$ cat config.mk
export PLATFORM = sky130hd
export DESIGN_NAME = periodic_task_dispatcher_unit
export DESIGN_NICKNAME = d
export VERILOG_FILES = /design/src/rtl/ptd_pkg.sv /design/src/rtl/ptd_slot_mem.sv /design/src/rtl/ptd_out_reg.sv /design/src/rtl/ptd_scan.sv /design/src/rtl/periodic_task_dispatcher_unit.sv
export VERILOG_INCLUDE_DIRS = /design/src /design/src/rtl
export SDC_FILE = /design/constraint.sdc
export NUM_CORES = 1
export LEC_CHECK = 0
export ABC_AREA = 1
export CORE_MARGIN = 4
export CORE_UTILIZATION = 58
export DETAILED_ROUTE_END_ITERATION = 7
export DONT_BUFFER_PORTS = 1
export GPL_TIMING_DRIVEN = 0
export PLACE_DENSITY = 0.84
export SLEW_MARGIN = 15
export SYNTH_ARGS = -nofsm -noshare
export SYNTH_HDL_FRONTEND = slang
export SYNTH_HIERARCHICAL = 1
export SYNTH_SLANG_ARGS = --single-unit
$ cat constraint.sdc
create_clock -name clk -period 3.06 [get_ports clk]
set_input_delay 0.306 -clock clk [delete_from_list [all_inputs] [get_ports clk]]
set_output_delay 0.306 -clock clk [all_outputs]
set_load 0.01 [all_outputs]
$ cat src/rtl/periodic_task_dispatcher_unit_assert.svh
// Assertion macros for the dispatcher modules; only ptd_scan uses them.
// Needs clk and rst in the scope of each use; no other dependencies.
`ifndef PERIODIC_TASK_DISPATCHER_UNIT_ASSERT_SVH
`define PERIODIC_TASK_DISPATCHER_UNIT_ASSERT_SVH

// Same-cycle implication, inactive while reset is high.
`define PTD_ASSERT_IMPLIES(name, ante, cons, msg) \
  name: assert property (@(posedge clk) disable iff (rst) (ante) |-> (cons)) \
    else $error(msg);

// Next-cycle implication, inactive while reset is high.
`define PTD_ASSERT_NEXT(name, ante, cons, msg) \
  name: assert property (@(posedge clk) disable iff (rst) (ante) |=> (cons)) \
    else $error(msg);

`endif

$ cat src/rtl/ptd_pkg.sv
// Types, operation codes and helpers for the periodic task dispatcher.
// No dependencies; imported by every module of the block.
`default_nettype none

package ptd_pkg;

  localparam logic [1:0] KIND_TICK      = 2'd0;
  localparam logic [1:0] KIND_CREATE    = 2'd1;
  localparam logic [1:0] KIND_SET_STATE = 2'd2;
  localparam logic [1:0] KIND_DELETE    = 2'd3;

  localparam int ID_W     = 3;
  localparam int PERIOD_W = 16;
  localparam int DELAY_W  = 8;

  // One slot entry as kept in the slot memory.
  typedef struct packed {
    logic [PERIOD_W-1:0] period;
    logic [PERIOD_W-1:0] countdown;
  } entry_t;

  // Memory port strobes from the scanner.
  typedef struct packed {
    logic rd_en;
    logic wr_en;
  } mem_ctl_t;

  // One result word handed to the output register.
  typedef struct packed {
    logic            vld;
    logic [ID_W-1:0] id;
    logic            last;
  } push_t;

  // Countdown reload on release; a zero period behaves as a period of one.
  function automatic logic [PERIOD_W-1:0] reload_value(input logic [PERIOD_W-1:0] per);
    logic [PERIOD_W-1:0] res;
    if (per == '0) begin
      res = '0;
    end else begin
      res = per - 1'b1;
    end
    return res;
  endfunction

endpackage

`default_nettype wire

$ cat src/rtl/ptd_slot_mem.sv
// Slot memory: period and countdown of every task slot.
// Depends on ptd_pkg (entry_t). One write port, one registered read port.
`default_nettype none

module ptd_slot_mem #(
  parameter int DEPTH = 8,
  parameter int AW    = 3
) (
  input  wire logic            clk,
  input  wire logic            rd_en,
  input  wire logic [AW-1:0]   rd_addr,
  output ptd_pkg::entry_t      rd_data,
  input  wire logic            wr_en,
  input  wire logic [AW-1:0]   wr_addr,
  input  wire ptd_pkg::entry_t wr_data
);
  import ptd_pkg::*;

  entry_t mem [DEPTH];

  always_ff @(posedge clk) begin
    if (wr_en) begin
      mem[wr_addr] <= wr_data;
    end
  end

  always_ff @(posedge clk) begin
    if (rd_en) begin
      rd_data <= mem[rd_addr];
    end
  end

endmodule

`default_nettype wire

$ cat src/rtl/ptd_out_reg.sv
// Output register of the result channel.
// Depends on ptd_pkg (push_t); reports when it can take a new word.
`default_nettype none

module ptd_out_reg (
  input  wire logic                     clk,
  input  wire logic                     rst,
  input  wire ptd_pkg::push_t           push,
  output logic                          free,
  output logic                          due_valid,
  input  wire logic                     due_ready,
  output logic [ptd_pkg::ID_W-1:0]      due_task,
  output logic                          last
);
  import ptd_pkg::*;

  assign free = !due_valid || due_ready;

  always_ff @(posedge clk) begin
    if (rst) begin
      due_valid <= 1'b0;
    end else if (push.vld) begin
      due_valid <= 1'b1;
    end else if (due_ready) begin
      due_valid <= 1'b0;
    end
  end

  always_ff @(posedge clk) begin
    if (push.vld) begin
      due_task <= push.id;
      last     <= push.last;
    end
  end

endmodule

`default_nettype wire

$ cat src/rtl/ptd_scan.sv
// Command decode, slot flags and the tick scan over the slot memory.
// Depends on ptd_pkg and the assertion macro header.
`default_nettype none
`include "periodic_task_dispatcher_unit_assert.svh"

module ptd_scan #(
  parameter int NUM_TASKS = 8,
  parameter int IDX_W     = 3,
  parameter int CNT_W     = 4
) (
  input  wire logic                          clk,
  input  wire logic                          rst,
  input  wire logic                          cmd_valid,
  output logic                               cmd_ready,
  input  wire logic [1:0]                    kind,
  input  wire logic [ptd_pkg::ID_W-1:0]      task_id,
  input  wire logic [ptd_pkg::PERIOD_W-1:0]  period,
  input  wire logic [ptd_pkg::DELAY_W-1:0]   first_delay,
  input  wire logic                          ready_req,
  input  wire logic                          out_free,
  output ptd_pkg::push_t                     push,
  output ptd_pkg::mem_ctl_t                  mem_ctl,
  output logic [IDX_W-1:0]                   rd_addr,
  input  wire ptd_pkg::entry_t               rd_data,
  output logic [IDX_W-1:0]                   wr_addr,
  output ptd_pkg::entry_t                    wr_data
);
  import ptd_pkg::*;

  localparam logic [1:0] ST_IDLE  = 2'd0;
  localparam logic [1:0] ST_SCAN  = 2'd1;
  localparam logic [1:0] ST_FLUSH = 2'd2;

  logic [1:0]           state;
  logic [NUM_TASKS-1:0] slot_valid;
  logic [NUM_TASKS-1:0] slot_ready;
  logic [CNT_W-1:0]     rd_cnt;
  logic                 b_vld;
  logic [IDX_W-1:0]     b_idx;
  logic                 pend_vld;
  logic [IDX_W-1:0]     pend_id;

  logic             accept;
  logic             cmd_hit;
  logic [IDX_W-1:0] cmd_idx;
  logic             b_vr;
  logic             b_rel;
  logic             stall;
  logic             a_more;

  always_comb begin
    cmd_ready = (state == ST_IDLE);
    accept    = cmd_valid && cmd_ready;
    cmd_idx   = IDX_W'(task_id);
    cmd_hit   = accept && (kind != KIND_TICK) && (32'(task_id) < NUM_TASKS);
    b_vr      = b_vld && slot_valid[b_idx] && slot_ready[b_idx];
    b_rel     = b_vr && (rd_data.countdown == '0);
    stall     = b_rel && pend_vld && !out_free;
    a_more    = rd_cnt < CNT_W'(NUM_TASKS);

    mem_ctl.rd_en = (state == ST_SCAN) && !stall && a_more;
    rd_addr       = rd_cnt[IDX_W-1:0];

    if (state == ST_IDLE) begin
      mem_ctl.wr_en     = cmd_hit && (kind == KIND_CREATE);
      wr_addr           = cmd_idx;
      wr_data.period    = period;
      wr_data.countdown = PERIOD_W'(first_delay);
    end else begin
      mem_ctl.wr_en     = (state == ST_SCAN) && b_vr && !stall;
      wr_addr           = b_idx;
      wr_data.period    = rd_data.period;
      wr_data.countdown = b_rel ? reload_value(rd_data.period)
                                : rd_data.countdown - 1'b1;
    end

    push.vld  = 1'b0;
    push.id   = ID_W'(pend_id);
    push.last = 1'b0;
    if (state == ST_SCAN) begin
      push.vld = b_rel && pend_vld && !stall;
    end else if (state == ST_FLUSH) begin
      push.vld  = pend_vld && out_free;
      push.last = 1'b1;
    end
  end

  always_ff @(posedge clk) begin
    if (rst) begin
      slot_valid <= '0;
      slot_ready <= '0;
    end else if (cmd_hit) begin
      unique case (kind)
        KIND_CREATE: begin
          slot_valid[cmd_idx] <= 1'b1;
          slot_ready[cmd_idx] <= 1'b1;
        end
        KIND_SET_STATE: slot_ready[cmd_idx] <= ready_req;
        KIND_DELETE:    slot_valid[cmd_idx] <= 1'b0;
        KIND_TICK: begin
        end
      endcase
    end
  end

  always_ff @(posedge clk) begin
    if (rst) begin
      state    <= ST_IDLE;
      rd_cnt   <= '0;
      b_vld    <= 1'b0;
      pend_vld <= 1'b0;
    end else begin
      unique case (state)
        ST_IDLE: begin
          if (accept && (kind == KIND_TICK)) begin
            state  <= ST_SCAN;
            rd_cnt <= '0;
          end
        end
        ST_SCAN: begin
          if (!stall) begin
            b_vld <= mem_ctl.rd_en;
            if (mem_ctl.rd_en) begin
              rd_cnt <= CNT_W'(rd_cnt + 1'b1);
            end
            if (b_rel) begin
              pend_vld <= 1'b1;
            end
          end
          if (!a_more && !b_vld) begin
            state <= ST_FLUSH;
          end
        end
        ST_FLUSH: begin
          if (!pend_vld) begin
            state <= ST_IDLE;
          end else if (out_free) begin
            pend_vld <= 1'b0;
            state    <= ST_IDLE;
          end
        end
        default: state <= ST_IDLE;
      endcase
    end
  end

  always_ff @(posedge clk) begin
    if ((state == ST_SCAN) && !stall) begin
      b_idx <= rd_cnt[IDX_W-1:0];
      if (b_rel) begin
        pend_id <= b_idx;
      end
    end
  end

  `PTD_ASSERT_IMPLIES(a_idle_empty, state == ST_IDLE, !b_vld && !pend_vld,
    "scan pipeline not empty while idle")
  `PTD_ASSERT_IMPLIES(a_rw_apart, mem_ctl.wr_en && mem_ctl.rd_en, wr_addr != rd_addr,
    "write-back and read hit the same slot")
  `PTD_ASSERT_NEXT(a_stall_hold, (state == ST_SCAN) && stall,
    b_vld && $stable(b_idx) && $stable(rd_cnt), "scan moved during a stall")
  `PTD_ASSERT_IMPLIES(a_push_room, push.vld, out_free,
    "result pushed into a full output register")

endmodule

`default_nettype wire

$ cat src/rtl/periodic_task_dispatcher_unit.sv
// Periodic task dispatcher, top level.
// Depends on ptd_pkg, ptd_slot_mem, ptd_scan and ptd_out_reg.
//
//   channel   handshake              payload
//   -------   --------------------   -------------------------------------------
//   cmd       cmd_valid / cmd_ready  kind, task_id, period, first_delay, ready_req
//   due       due_valid / due_ready  due_task, last
//
// cmd_ready stays high for create, set state and delete.
// A tick holds cmd_ready low while the scan of the slot memory runs, one slot
//   read per cycle while the scan is not stalled, each update written back from
//   the registered read data; only then can the next tick be taken.
// Reset clears every slot's valid and ready mark at once; no clearing pass.
// A stalled due channel holds the scan only when a new release is found while
//   one release waits in the scan and another in the output register; the
//   closing word of a tick also waits for room. cmd_ready is low for the whole tick.
`default_nettype none

module periodic_task_dispatcher_unit #(
  parameter int NUM_TASKS = 8
) (
  input  wire logic                          clk,
  input  wire logic                          rst,
  input  wire logic                          cmd_valid,
  output logic                               cmd_ready,
  input  wire logic [1:0]                    kind,
  input  wire logic [ptd_pkg::ID_W-1:0]      task_id,
  input  wire logic [ptd_pkg::PERIOD_W-1:0]  period,
  input  wire logic [ptd_pkg::DELAY_W-1:0]   first_delay,
  input  wire logic                          ready_req,
  output logic                               due_valid,
  input  wire logic                          due_ready,
  output logic [ptd_pkg::ID_W-1:0]           due_task,
  output logic                               last
);
  import ptd_pkg::*;

  // Slot index and scan counter widths; the counter also holds NUM_TASKS.
  localparam int IDX_W = (NUM_TASKS > 1) ? $clog2(NUM_TASKS) : 1;
  localparam int CNT_W = $clog2(NUM_TASKS + 1);

  mem_ctl_t         mem_ctl;
  logic [IDX_W-1:0] rd_addr;
  logic [IDX_W-1:0] wr_addr;
  entry_t           rd_data;
  entry_t           wr_data;
  push_t            push;
  logic             out_free;

  // Period and countdown of every slot live here.
  ptd_slot_mem #(
    .DEPTH (NUM_TASKS),
    .AW    (IDX_W)
  ) u_mem (
    .clk     (clk),
    .rd_en   (mem_ctl.rd_en),
    .rd_addr (rd_addr),
    .rd_data (rd_data),
    .wr_en   (mem_ctl.wr_en),
    .wr_addr (wr_addr),
    .wr_data (wr_data)
  );

  // Decode commands, hold the flags and walk the slots on a tick.
  ptd_scan #(
    .NUM_TASKS (NUM_TASKS),
    .IDX_W     (IDX_W),
    .CNT_W     (CNT_W)
  ) u_scan (
    .clk         (clk),
    .rst         (rst),
    .cmd_valid   (cmd_valid),
    .cmd_ready   (cmd_ready),
    .kind        (kind),
    .task_id     (task_id),
    .period      (period),
    .first_delay (first_delay),
    .ready_req   (ready_req),
    .out_free    (out_free),
    .push        (push),
    .mem_ctl     (mem_ctl),
    .rd_addr     (rd_addr),
    .rd_data     (rd_data),
    .wr_addr     (wr_addr),
    .wr_data     (wr_data)
  );

  // Hold one released id until the consumer takes the word.
  ptd_out_reg u_out (
    .clk       (clk),
    .rst       (rst),
    .push      (push),
    .free      (out_free),
    .due_valid (due_valid),
    .due_ready (due_ready),
    .due_task  (due_task),
    .last      (last)
  );

endmodule

`default_nettype wire

# [Yosys cells after proc, flatten, opt, wreduce, memory -nomap -nowiden]
# Memories as Yosys holds them, arrays and structs flattened. A register that Yosys moved wholly into a read port is not among the register bits.
# Cells that the tools add are included.
[word_totals] in_bits=34 ram_bits=256 register_bits=35 out_inout_bits=6 elab_cells=110 mem_count=1
[mem_list] name="u_mem.mem" depth=8 width=32 read_ports=1 rd_ports_with_merged_regs=1 wr=1 line_no="ptd_slot_mem.sv:19" text="entry_t mem [DEPTH];"
[classes] bitwise=5 add_sub_neg=3 reduce_logical=40 eq_ne=11 magnitude_cmp=4 n_mux=35
[op_table] operator="$logic_not 16->1" n=2
[op_table] operator="$mux 16" n=2
[op_table] operator="$mux 32" n=1
[op_table] operator="$pmux 8 s2" n=2
[op_table] operator="$sub 16x1->16 const B" n=2
[op_table] operator="$logic_and 1x1->1" n=17
[op_table] operator="$or 8x8->8" n=2
[op_table] operator="$mux 1" n=15
[op_table] operator="$mux 4" n=3
[op_table] operator="$reduce_bool 2->1" n=6
[op_table] operator="$and 8x8->8" n=1
[op_table] operator="$bwmux 8" n=1
[op_table] operator="$lt 3x4->1 const B" n=2
[op_table] operator="$mux 2" n=4
[op_table] operator="$not 8->8" n=1
[op_table] operator="$pmux 4 s2" n=1
[op_table] operator="$reduce_and 2->1" n=4
[op_table] operator="$bmux 1 s3" n=2
[op_table] operator="$eq 2x2->1 const B" n=3
[op_table] operator="$ne 2x1->1 const B" n=3
[op_table] operator="$pmux 2 s3" n=1
[op_table] operator="$reduce_and 3->1" n=2
[op_table] operator="$logic_not 1->1" n=5
[op_table] operator="$add 4x1->4 const B" n=1
[op_table] operator="12 further kinds" n=15

# [Longest topological paths before layout]
[logic_depth] depth_word=13 ltp_mapped=13 ltp_nobuf=13

# [Hierarchy]
# The synthesis kept the hierarchy.
[by_module_without_submodules] module="ptd_slot_mem" area_each_um2=12192.9 instances=1 seq_area_each_um2=8648.3 cells_per_inst=1156
[by_module_without_submodules] module="ptd_scan" area_each_um2=2751.4 instances=1 seq_area_each_um2=660.6 cells_per_inst=439
[by_module_without_submodules] module="ptd_out_reg" area_each_um2=162.7 instances=1 seq_area_each_um2=140.1 cells_per_inst=9

# [Worst setup path before layout]
# No wires, ideal clock.
[synth_timing] path_type="flip-flop to flip-flop" from="reg u_mem/rd_data[0] (netlist name)" to="mem u_mem/mem[1][0] (netlist name), enable pin" n_path_buf=0 setup_ns=0.421 synth_period_minus_slack_ns=3.132 path_stages_with_launch=14 path_slack_ns=-0.072 required_time_ns=2.639 arrival_time_ns=2.711 path_cell_list="edfxtp_1 -> inv_1 -> ha_1 -> inv_1 -> nor2_1 -> nand3_1 -> nor2_4 -> nand4_1 -> nand2_1 -> inv_1 -> nand2_1 -> nand2_1 -> nand2_1 -> nor2_1"
[synth_rtl] element="end: declaration" line_no="ptd_slot_mem.sv:19"

==> impl.org <==
** Outcome
- The run finished with clean final reports.

** Floorplan
- The die is 169 um wide.
- The floorplan step defined a die boundary enclosing 28700 um^2.
- DIE HEIGHT :: 169 um
- Core area :: 25400 um^2
- Row generation in the floorplan step produced 58 rows.
- In this run the count of I/O pins placed on the die edge is 40.
- The initial utilization of the core area, before any placement, comes to 0.595.

** Synthesis
- After synthesis, the netlist uses 41 different library cells.
- #FFs+latches synth :: 323
- In this run the cell area of the synthesized design comes to 15100 um^2.
- Synthesized netlist cell count :: 1604
- In this run the mean area of a mapped cell was 9.42 um^2.
- Yosys printed 6 warnings.
- Net count after synthesis :: 1646
- Register area share after synthesis :: 0.625

** Setup path
- For this design, the slowest cell found on the critical path is sky130_fd_sc_hd__a211oi_1.
- In this design, the stage delay of the slowest critical-path cell is 0.85 ns.
- Data required time of the worst path :: 3.26 ns
- Of all nets on the critical path, the largest fanout is 10.
- Critical path startpoint category :: flop
- By instance count, the cell type seen most on the critical path is sky130_fd_sc_hd__nand3_1.
- Worst Setup End Kind :: flop
- Counting both buffers and inverters, the worst setup path holds a total of 2.
- The setup check on the worst reg-to-reg path leaves a slack of 0.12 ns.
- Cells along the critical path :: inv_2 -> nand3_1 -> nand3_1 -> nand3_1 -> a21oi_2 -> nand2_2 -> buf_6 -> a211oi_1
- Data on the critical path arrives at its endpoint at 3.14 ns.
- Type of the worst setup path :: reg2reg
- Grouping stages by cell kind, the critical path spends the most delay in compound AO/OA/AOI/OAI gates.

** Global route
- The number of global-route vias before repair came to 10900.
- The initial antenna violation count was 0.
- For this run the aggregate overflow at the end of global routing stands at 0.
- Pin count of the biggest net entering global routing :: 33
- First-pass GRT wire length :: 58000 um
- Global router's overall resource usage :: 0.260

** STA
- Setup TNS after final layout :: 0 ns
- Smallest hold slack :: 0.0241 ns
- Setup repair after global routing left no endpoint under its margin.
- The number of hold-slack violations in the final timing report is 0.
- For the pin with the worst max-slew slack, the measured transition is 1.07 ns.
- Total of endpoints with negative setup slack in the final report :: 0
- Fmax :: 340 MHz
- Post-route minimum period :: 2.94 ns
- Final max-slew violation count :: 0
- Largest clock skew in the final design :: 0.0321 ns
- Max-slew headroom at the worst pin :: 0.280
- Fraction of the cycle the final worst path needs :: 0.960

** Power
- Dividing total power by cell area gives a power density of 549 nW/um^2.
- The share of total power dissipated in the clock network is 0.382.
- Static Leakage :: 0.00748 uW
- Switching share of power :: 0.237
- IR drop worst, VDD :: 0.484 mV
- Switching component of the power :: 2200 uW
- The share of total power dissipated in combinational logic is 0.086.
- Of the total power, registers draw 0.532.
- Int Power :: 7080 uW

** Route
- Drt first pass iters :: 6
- After detailed routing, the number of vias per cell comes to 5.61.
- After the first detailed-routing iteration, the DRC count stood at 1402.
- The count of nets left with antenna violations once routing finished came out at 0.
- Wires add up to 38200 um.
- Dividing the detail-routed wire length by the instance count gives 19.0 um.
- In the routed design, unresolved DRC markers number 0.
- Number of vias in the routed layout :: 11300

** CTS
- H-tree levels :: 1
- Clock latency on the worst-skew pair :: 0.58 ns
- For this design, the sink count on the clock tree is 323.
- CTS max path bufs :: 3
- Clock-pin slew on the worst setup and hold paths :: 0.06 ns
- Clock tree synthesis inserted a total of 31 buffers.
- Root buffer cell :: sky130_fd_sc_hd__clkbuf_16
- TritonCTS built the clock tree.

** Run
- Across the run, the number of max-cap violations was 0.

** Place
- The count of buffers added on input and output ports is 0.
- Summed over all nets, the half-perimeter wirelength after detailed placement is 24400 um.
- Weighted congestion at the end of routability-driven global placement :: 0.894

** Final layout
- Area delta synth->final :: 11.8%
- Ratio of cells with drive above 1 in the final layout :: 0.0887
- The library cell used most frequently in the layout, excluding fill and tap cells, is sky130_fd_sc_hd__nand2_1.
- The number of antenna diodes in the final layout is 0.
- At the end of the flow, the number of nets in the layout was 1699.
- The library cells used most frequently in the layout, excluding fill and tap cells, are sky130_fd_sc_hd__nand2_1 (522), sky130_fd_sc_hd__inv_1 (314), sky130_fd_sc_hd__edfxtp_1 (298), sky130_fd_sc_hd__nand3_1 (163), sky130_fd_sc_hd__nor2_1 (50).

** Min path
- Classification of the worst-slack hold path :: in2reg
[worst paths after layout]
kind	startpoint	end	cells past startpoint
worst max register to register	u_scan/b_idx[0]	u_mem/mem[3][8]	8
worst min-delay path	ready_req	u_scan/slot_ready[3]	2
worst min register to register	u_scan/pend_id[0]	u_out/due_task[0]	0
worst max-delay path	u_scan/b_idx[0]	u_mem/mem[3][8]	8
[cell type report]
class,count,area (um^2)
plain buffers,64,420
clock buffers,41,853
fillers,1815,8500
well taps,330,413
flip-flops and latches,323,9450
repair buffers,20,368
multi-input cells,897,4100
inverters,320,1200
clock inverters,14,86.3
[kinds of logic after synthesis]
| kind of cell | after synthesis | synth area share |
|---|---|---|
| fa+ha+maj | 8 | 0.00663 |
| flops | 323 | 0.625 |
| compound gates | 87 | 0.0338 |
| buf+inv | 384 | 0.107 |
| simple gates | 786 | 0.218 |
| xor+xnor | 16 | 0.00928 |
[state kept, by name, indices dropped and copies added (netlist names), named ones only]
| register | count |
|---|---|
| u_scan/b_vld | 1 |
| u_out/due_valid | 1 |
| u_mem/mem | 256 |
| u_scan/slot_ready | 8 |
| u_scan/pend_id | 3 |
| u_out/due_task | 3 |
| u_mem/rd_data | 32 |
| u_scan/state | 2 |
| u_scan/b_idx | 3 |
| u_out/last | 1 |
| u_scan/rd_cnt | 4 |
| u_scan/pend_vld | 1 |
[synthesized netlist by cell type (all sizes together)]
cell type	number	area, um^2
edfxtp	298	8950
clkbuf	15	56.3
nor3b	2	15.0
a21oi	24	128
inv	320	1200
and3	1	6.26
o31ai	1	7.51
xor2	11	96.3
or2	2	12.5
o211ai	2	25.0
a211oi	5	42.5
and2	2	12.5
buf	49	360
nand3b	2	15.0
nand3	167	856
xnor2	5	43.8
nor2	64	265
ha	8	100
nor3	15	91.3
o31a	1	8.76
dfxtp	25	500
o21ai	43	230
a31oi	11	68.8
nand4	4	25.0
nand2	527	1990
[routing by layer]
layer,wire (um),share of wire,up-vias,GRT usage
met3,3860,0.10,129,0.0331
met4,1510,0.040,0,0.0994
li1,-,-,5194,-
met1,14100,0.37,5247,0.336
met2,18700,0.49,694,0.451
met5,0,0,-,0
[through the flow]
step                      instances  cell area, um^2  setup slack [ns]  power (uW)   util
after global routing           2009            16900            0.0273        9580  0.665
after detailed placement       1942            15800            -0.408        5780  0.621
final                          2009            16900             0.122        9280  0.665
after CTS                      2007            16900             0.145        9300  0.664
after floorplan                1604            15100           -0.0718        5530      -
after global placement         1934            15500             -2.12        5730  0.611
[power by group through the flow]
stage               clock network (uW)  logic, uW  registers (uW)
global route                      3780        857            4940
global placement                     0        702            5030
CTS                               3590        768            4940
detailed placement                   0        746            5030
finish                            3550        795            4940
floorplan                            0        505            5020
[timing repair]
action,in CTS,in global routing
hold buffers,2,0
hold endpoints to repair,5,0
pin swaps,6,2
cloned,0,0
setup endpoints to repair,246,49
resized for setup,3,1
buffers inserted,8,2
Power figures use the tool's default switching activity.
